$ cat config.mk
export PLATFORM = sky130hd
export DESIGN_NAME = sorted_key_list_unit
export DESIGN_NICKNAME = d
export VERILOG_FILES = /design/src/hw/rtl/skl_pkg.sv /design/src/hw/rtl/skl_cell.sv /design/src/hw/rtl/sorted_key_list_unit.sv
export SDC_FILE = /design/constraint.sdc
export NUM_CORES = 2
export LEC_CHECK = 0
export ABC_CLOCK_PERIOD_IN_PS = 7000
export BUFFER_PORTS_ARGS = -buffer_cell sky130_fd_sc_hd__clkbuf_2
export CAP_MARGIN = 25
export CORE_ASPECT_RATIO = 1.1
export CORE_MARGIN = 2
export CORE_UTILIZATION = 30
export DETAILED_ROUTE_END_ITERATION = 10
export GPL_ROUTABILITY_DRIVEN = 0
export PLACE_DENSITY = 0.49
export SLEW_MARGIN = 20
export SYNTH_ARGS = -nofsm -noshare
export SYNTH_HDL_FRONTEND = slang
export SYNTH_SLANG_ARGS = --single-unit
$ cat constraint.sdc
create_clock -name clk -period 7 [get_ports clk]
set_clock_uncertainty 0.1 [all_clocks]
set_input_delay 0.35 -clock clk [delete_from_list [all_inputs] [get_ports clk]]
set_output_delay 0.35 -clock clk [all_outputs]
set_load 0.02 [all_outputs]
$ cat src/hw/rtl/skl_pkg.sv
package skl_pkg;

	// list dimensions
	localparam int CAPACITY   = 16;
	localparam int KEY_BITS   = 32;
	localparam int ID_BITS    = 8;
	localparam int COUNT_BITS = $clog2(CAPACITY + 1);

	// request codes
	localparam logic [1:0] REQ_INSERT = 2'd0;
	localparam logic [1:0] REQ_APPEND = 2'd1;
	localparam logic [1:0] REQ_REMOVE = 2'd2;

	// status codes
	localparam logic [2:0] ST_OK        = 3'd0;
	localparam logic [2:0] ST_FULL      = 3'd1;
	localparam logic [2:0] ST_EMPTY     = 3'd2;
	localparam logic [2:0] ST_NOT_FOUND = 3'd3;
	localparam logic [2:0] ST_DUP       = 3'd4;

	// incoming request
	typedef struct packed {
		logic [1:0]          req_type;
		logic [ID_BITS-1:0]  item_id;
		logic [KEY_BITS-1:0] key;
	} skl_req_t;

	// outgoing result
	typedef struct packed {
		logic [2:0]            status;
		logic [COUNT_BITS-1:0] count;
		logic                  head_valid;
		logic [ID_BITS-1:0]    head_id;
		logic [KEY_BITS-1:0]   head_key;
	} skl_rsp_t;

	// one stored list entry
	typedef struct packed {
		logic [ID_BITS-1:0]  id;
		logic [KEY_BITS-1:0] key;
	} skl_entry_t;

	// broadcast control shared by every cell
	typedef struct packed {
		logic                sorted;
		logic                ins_en;
		logic                rm_en;
		logic [ID_BITS-1:0]  id;
		logic [KEY_BITS-1:0] key;
	} skl_ctl_t;

endpackage

$ cat src/hw/rtl/skl_cell.sv
module skl_cell (
	input  logic               clk,
	input  skl_pkg::skl_ctl_t   ctl,
	input  logic               valid,
	input  skl_pkg::skl_entry_t prev_entry,
	input  skl_pkg::skl_entry_t next_entry,
	input  logic               ins_in,
	input  logic               rm_in,
	output logic               ins_out,
	output logic               rm_out,
	output logic               match,
	output skl_pkg::skl_entry_t entry,
	output skl_pkg::skl_entry_t entry_nxt
);
	import skl_pkg::*;

	skl_entry_t entry_q;
	logic       gt;

	// local compares against the broadcast request
	assign gt    = valid && ctl.sorted && (entry_q.key > ctl.key);
	assign match = valid && (entry_q.id == ctl.id);

	// insert point is the first cell that is empty or holds a larger key
	assign ins_out = ins_in | gt | ~valid;
	// every cell from the matching one on pulls from its right neighbor
	assign rm_out  = rm_in | match;

	// next contents: shift right on insert, shift left on remove
	always_comb begin
		entry_nxt = entry_q;
		if (ctl.ins_en) begin
			if (ins_in) begin
				entry_nxt = prev_entry;
			end else if (ins_out) begin
				entry_nxt.id  = ctl.id;
				entry_nxt.key = ctl.key;
			end
		end else if (ctl.rm_en && rm_out) begin
			entry_nxt = next_entry;
		end
	end

	always_ff @(posedge clk) begin
		entry_q <= entry_nxt;
	end

	assign entry = entry_q;

endmodule

$ cat src/hw/rtl/sorted_key_list_unit.sv
// Sorted key list: holds up to CAPACITY (id, key) entries in list order in a
// row of cells, one entry per cell. A sorted insert lands after every entry
// with an equal or smaller key (an all-ones key always lands at the tail), an
// append lands at the tail, and a remove closes the gap left by the given id.
// Every request yields one result with status, new count and the head entry.
// The whole row compares and shifts in the cycle the request is accepted, and
// the result is registered for the next cycle, so a new request can be taken
// every cycle while the consumer keeps up. req_ready is high whenever the
// result register is empty or being drained; the ripple of the insert and
// remove flags along the row sets the cycle time.
module sorted_key_list_unit (
	input  logic              clk,
	input  logic              arst_n,
	input  logic              req_valid,
	output logic              req_ready,
	input  skl_pkg::skl_req_t  req,
	output logic              rsp_valid,
	input  logic              rsp_ready,
	output skl_pkg::skl_rsp_t  rsp
);
	import skl_pkg::*;

	logic [COUNT_BITS-1:0] count_q;
	logic [COUNT_BITS-1:0] count_nxt;
	logic                  rsp_valid_q;
	skl_rsp_t              rsp_q;

	skl_ctl_t              ctl;
	skl_entry_t            entry     [CAPACITY];
	skl_entry_t            entry_nxt [CAPACITY];
	logic [CAPACITY-1:0]   cell_valid;
	logic [CAPACITY-1:0]   match_vec;
	logic [CAPACITY:0]     ins_chain;
	logic [CAPACITY:0]     rm_chain;

	logic                  accept;
	logic                  full;
	logic                  empty;
	logic                  any_match;
	logic                  ins_ok;
	logic                  rm_ok;
	logic [2:0]            status;

	assign req_ready = ~rsp_valid_q | rsp_ready;
	assign accept    = req_valid & req_ready;

	assign full      = (count_q == COUNT_BITS'(CAPACITY));
	assign empty     = (count_q == '0);
	assign any_match = |match_vec;

	// request decode and status
	always_comb begin
		ins_ok = 1'b0;
		rm_ok  = 1'b0;
		status = ST_OK;
		unique case (req.req_type)
			REQ_INSERT, REQ_APPEND: begin
				if (full) begin
					status = ST_FULL;
				end else if (any_match) begin
					status = ST_DUP;
				end else begin
					ins_ok = 1'b1;
				end
			end
			REQ_REMOVE: begin
				if (empty) begin
					status = ST_EMPTY;
				end else if (!any_match) begin
					status = ST_NOT_FOUND;
				end else begin
					rm_ok = 1'b1;
				end
			end
			default: begin
				status = ST_OK;
			end
		endcase
	end

	// control broadcast to the row
	always_comb begin
		ctl.sorted = (req.req_type == REQ_INSERT) && (req.key != '1);
		ctl.ins_en = accept & ins_ok;
		ctl.rm_en  = accept & rm_ok;
		ctl.id     = req.item_id;
		ctl.key    = req.key;
	end

	// row of cells
	assign ins_chain[0] = 1'b0;
	assign rm_chain[0]  = 1'b0;

	for (genvar i = 0; i < CAPACITY; i++) begin : g_cell
		skl_entry_t prev_e;
		skl_entry_t next_e;

		assign cell_valid[i] = (count_q > COUNT_BITS'(i));

		if (i == 0) begin : g_first
			assign prev_e = entry[i];
		end else begin : g_mid_prev
			assign prev_e = entry[i-1];
		end

		if (i == CAPACITY - 1) begin : g_last
			assign next_e = entry[i];
		end else begin : g_mid_next
			assign next_e = entry[i+1];
		end

		skl_cell u_cell (
			.clk        (clk),
			.ctl        (ctl),
			.valid      (cell_valid[i]),
			.prev_entry (prev_e),
			.next_entry (next_e),
			.ins_in     (ins_chain[i]),
			.rm_in      (rm_chain[i]),
			.ins_out    (ins_chain[i+1]),
			.rm_out     (rm_chain[i+1]),
			.match      (match_vec[i]),
			.entry      (entry[i]),
			.entry_nxt  (entry_nxt[i])
		);
	end

	// entry count
	always_comb begin
		count_nxt = count_q;
		if (ctl.ins_en) begin
			count_nxt = count_q + COUNT_BITS'(1);
		end else if (ctl.rm_en) begin
			count_nxt = count_q - COUNT_BITS'(1);
		end
	end

	always_ff @(posedge clk or negedge arst_n) begin
		if (!arst_n) begin
			count_q     <= '0;
			rsp_valid_q <= 1'b0;
		end else begin
			count_q <= count_nxt;
			if (req_ready) begin
				rsp_valid_q <= req_valid;
			end
		end
	end

	// result register
	always_ff @(posedge clk) begin
		if (accept) begin
			rsp_q.status     <= status;
			rsp_q.count      <= count_nxt;
			rsp_q.head_valid <= (count_nxt != '0);
			rsp_q.head_id    <= (count_nxt != '0) ? entry_nxt[0].id : '0;
			rsp_q.head_key   <= (count_nxt != '0) ? entry_nxt[0].key : '0;
		end
	end

	assign rsp_valid = rsp_valid_q;
	assign rsp       = rsp_q;

`ifndef SYNTHESIS
	a_count_range: assert property (@(posedge clk) disable iff (!arst_n)
		count_q <= COUNT_BITS'(CAPACITY))
		else $error("entry count above capacity");

	a_ids_unique: assert property (@(posedge clk) disable iff (!arst_n)
		$onehot0(match_vec))
		else $error("id stored in more than one cell");

	a_one_commit: assert property (@(posedge clk) disable iff (!arst_n)
		$onehot0({ctl.ins_en, ctl.rm_en}))
		else $error("insert and remove committed together");

	a_ins_count: assert property (@(posedge clk) disable iff (!arst_n)
		ctl.ins_en |=> count_q == $past(count_q) + COUNT_BITS'(1))
		else $error("insert did not grow the list");

	a_head_valid: assert property (@(posedge clk) disable iff (!arst_n)
		rsp_valid |-> (rsp.head_valid == (rsp.count != '0)))
		else $error("head valid disagrees with count");

	a_full_status: assert property (@(posedge clk) disable iff (!arst_n)
		(rsp_valid && rsp.status == ST_FULL) |-> rsp.count == COUNT_BITS'(CAPACITY))
		else $error("full status with list not full");
`endif

endmodule

==> summary.txt <==
Floorplan
  • Row cnt: 151
  • Die Area: 0.159 sq mm
  • Core Area: 0.154 sq mm
  • Starting density of the core: 30.3%
  • Die width: 381 um
  • Ports: 97
  • Die height: 418 um

Final layout
  • Final Util: 34.6%
  • Nets@finish: 5153
  • Reg area: 0.0204 sq mm
  • Non-filler cells in the finished layout: 6726
  • Area growth syn-to-layout: 14.1%
  • Fillers: 15700
  • Share of layout cells above drive strength 1: 9.04%
  • Multi-input gate area: 0.0252 sq mm

Routing
  • Via count: 37400
  • DRT antenna net count: 0
  • WL final: 164000 um
  • Post-DR vias/cell: 5.56
  • Routed len/inst: 24.3 um
  • DR iter-0 viols: 3106
  • Number of remaining DRC errors: 0
  • Pre-antenna DRT Iters: 6

Run
  • Maximum Capacitance Violations: 0

Clock network
  • H-tree depth: 3
  • CTS Buffer Depth: 3
  • Clock latency at the later pin of the worst-skew pair: 0.67 ns
  • Setup bufs post-CTS: 0
  • TritonCTS Sinks: 695
  • Post_cts resized: 0
  • CTS tree: yes
  • Hold Buf Count CTS: 4
  • Num CTS Buffers: 88
  • Root Buffer: clkbuf_16
  • Clock Pin Slew Worst Setup and Hold Paths: 0.06 ns

Timing
  • Max-slew violation count: 0
  • Worst-Margin Slew: 1.14 ns
  • RSZ-0062 raised after global routing: no
  • Slew margin rel.: 23.9%
  • Setup Total Neg Slack: 0 ns
  • Period utilization: 83.3%
  • Final hold violation count: 0
  • Fin crit period: 5.83 ns
  • Max Clk Rate: 172 MHz
  • Setup Viol. Count Final: 0

Worst setup path
  • Worst path cell trace: inv_1 -> ha_1 -> o21ba_2 -> a31oi_1 -> nor3_1 -> nor3_1 -> nand4_1 -> or3_4 -> o22ai_1 -> xnor2_1 -> nor4_2 -> buf_12 -> a21boi_1
  • Crit path DAT: 6.08 ns
  • Top cell family by delay on the critical path: simple AND/OR/NAND/NOR gates
  • Reg2Reg Setup Slack: 1.17 ns
  • RR Startpoint: count_q[1]$_DFF_PN0_
  • Crit path largest cell delay: 0.85 ns
  • Crit path kind: reg -> reg
  • Critical Path End Type: register
  • Reg-to-reg endpoint: rsp[39]$_SDFFCE_PN0P_
  • Startpoint Class: register
  • Most frequent cell on the critical path: nor3_1
  • CP Max Fanout: 42
  • CP max stage cell: a31oi_1
  • FF-to-FF path depth: 13
  • Critical path buffers and inverters: 2
  • Crit path launch: count_q[1]$_DFF_PN0_
  • Worst Path Required: 7.25 ns

Placed design
  • Cells after DPL: 6561
  • Hpwl dp: 121000 um
  • # port buffers: 96

Yosys
  • Syn nets: 5117
  • Synth top area share: 41.7%
  • Unique masters post-synth: 77
  • Synth Area in Simple Gates: 11.8%
  • Synth Area in Adders: 13.8%
  • Syn Inst Count: 4554
  • Post-synth top cells: edfxtp_1 (649), nand2_1 (599), ha_1 (517), o21ai_0 (455), mux2i_1 (376)
  • Syn. warnings: 0
  • Sequential share of the synthesized area: 43.7%
  • Post-synthesis mux area share: 9.01%
  • Number of synthesized flops with an enable pin: 649
  • Main synth FF type: edfxtp_1
  • Synth area leader: edfxtp_1
  • Most frequent cell after synthesis: edfxtp_1
  • Syn_area_per_cell: 10.3 sq um
  • Synthesized-area fraction occupied by xor and xnor cells: 2.45%
  • Mapped Area: 0.0468 sq mm
  • Asr flop ratio synth: 0.863%
  • Area contributors post-synth: edfxtp_1 (42%), ha_1 (14%), mux2i_1 (8.0%)
  • Post-synthesis compound-gate area fraction: 16.1%
  • Flop and latch count out of synthesis: 695
  • Largest family of logic cells by synthesized area: compound AO/OA/AOI/OAI gates

Pwr
  • P_leak: 21.1 nW
  • Power Total: 16.0 mW
  • Power Density: 300 mW/mm^2
  • Maximum vdd drop: 0.198 mV

Global route
  • First-pass GRT wire length: 243000 um
  • Initial antenna violation count: 12
  • Met2 usage: 33.3%
  • Largest net degree at the start of global routing: 206
  • GR Layer Usage met3: 3.43%
  • GRT Residual Overflow: 0
  • Busiest grt layer: met2
  • Met1 Track Usage GR: 26.6%
  • Number of global-route vias before repair: 37600
  • All-Layer GR Usage: 19.9%

Worst hold path
  • Hold Path Stages: 3
  • Hold Crit Endpoint: g_cell[0].u_cell.entry[0]$_DFF_P_
  • Hold Path Class: in -> reg
  • Worst Min Path Start: req[0]

Outcome
  • Status: completed
==> layout make-up <==
class | instances | area share (%)
inverter | 75 | 0.528
timing repair buffer | 248 | 3.61
antenna | 3 | 0.0141
clock inverter | 46 | 0.896
sequential | 695 | 38.3
clock buffer | 112 | 4.59
multi-input combinational | 3482 | 47.2
tap | 2065 | 4.84
==> metrics by stage <==
step | hold WS [ns] | instance area, sq um | worst slack [ns]
2_1_floorplan | -0.0456 | 46800 | 0.511
3_3_place_gp | 0.0962 | 50300 | 1.02
3_5_place_dp | 0.100 | 50400 | 1.01
4_1_cts | 0.0654 | 53300 | 1.27
5_1_grt | 0.127 | 53300 | 1.08
6_report | 0.111 | 53400 | 1.17
==> worst max path at each step <==
stage / endpoint / slack [ns] / cells after the start
5_1_grt: rsp[39]$_SDFFCE_PN0P_ / 1.08 / 13
2_1_floorplan: g_cell[8].u_cell.entry[0]$_DFFE_PP_ / 0.51 / 13
3_5_place_dp: g_cell[12].u_cell.entry[9]$_DFFE_PP_ / 1.01 / 14
4_1_cts: rsp[39]$_SDFFCE_PN0P_ / 1.27 / 13
6_report: rsp[39]$_SDFFCE_PN0P_ / 1.17 / 13
3_3_place_gp: g_cell[12].u_cell.entry[8]$_DFFE_PP_ / 1.02 / 14
==> power breakdown <==
part | total [mW] | leakage (nW) | internal [mW] | switching [mW]
clock | 4.75 | 1.43 | 2.82 | 1.92
combinational | 5.40 | 13.3 | 2.08 | 3.32
sequential | 5.87 | 6.40 | 5.34 | 0.528
total | 16.0 | 21.1 | 10.2 | 5.77
==> layout by cell type (no fill, tap or decap), types with 93 or more instances in the layout <==
master,instances
nor2_1,212
clkbuf_16,93
clkbuf_2,96
ha_1,517
a21o_1,112
o21ai_0,451
nand4_1,115
a221o_1,93
mux2i_1,376
nand2_1,598
a21oi_1,232
buf_4,124
edfxtp_1,649
==> layer usage <==
metal / vias up / share of wire, %
met5: - / 0.077
li1: 17400 / -
met4: 18 / 2.4
met3: 237 / 5.5
met2: 991 / 47
met1: 18800 / 45
==> tightest hold or removal path, stage by stage <==
cell	delay, ns
clkbuf_2	0.27
a22oi_1	0.14
o31ai_1	0.08
==> cell families (layout without fill, tap and decap cells) <==
group / count (synthesis) / count (layout)
AOI/OAI and AO/OA: 1202 / 1202
xor gates and xnor gates: 131 / 131
adders and majority gates: 517 / 517
buffers and inverters: 377 / 481
DFF: 695 / 695
muxes: 416 / 416
other: 0 / 3
and+or+nand+nor: 1216 / 1216
==> flip-flops by register name (all words and copies together) (netlist names) <==
register and count:
count_q 5, rsp 49, g_cell.u_cell.entry 640, rsp_valid 1
Note: power is estimated with default switching activity, not from simulation.
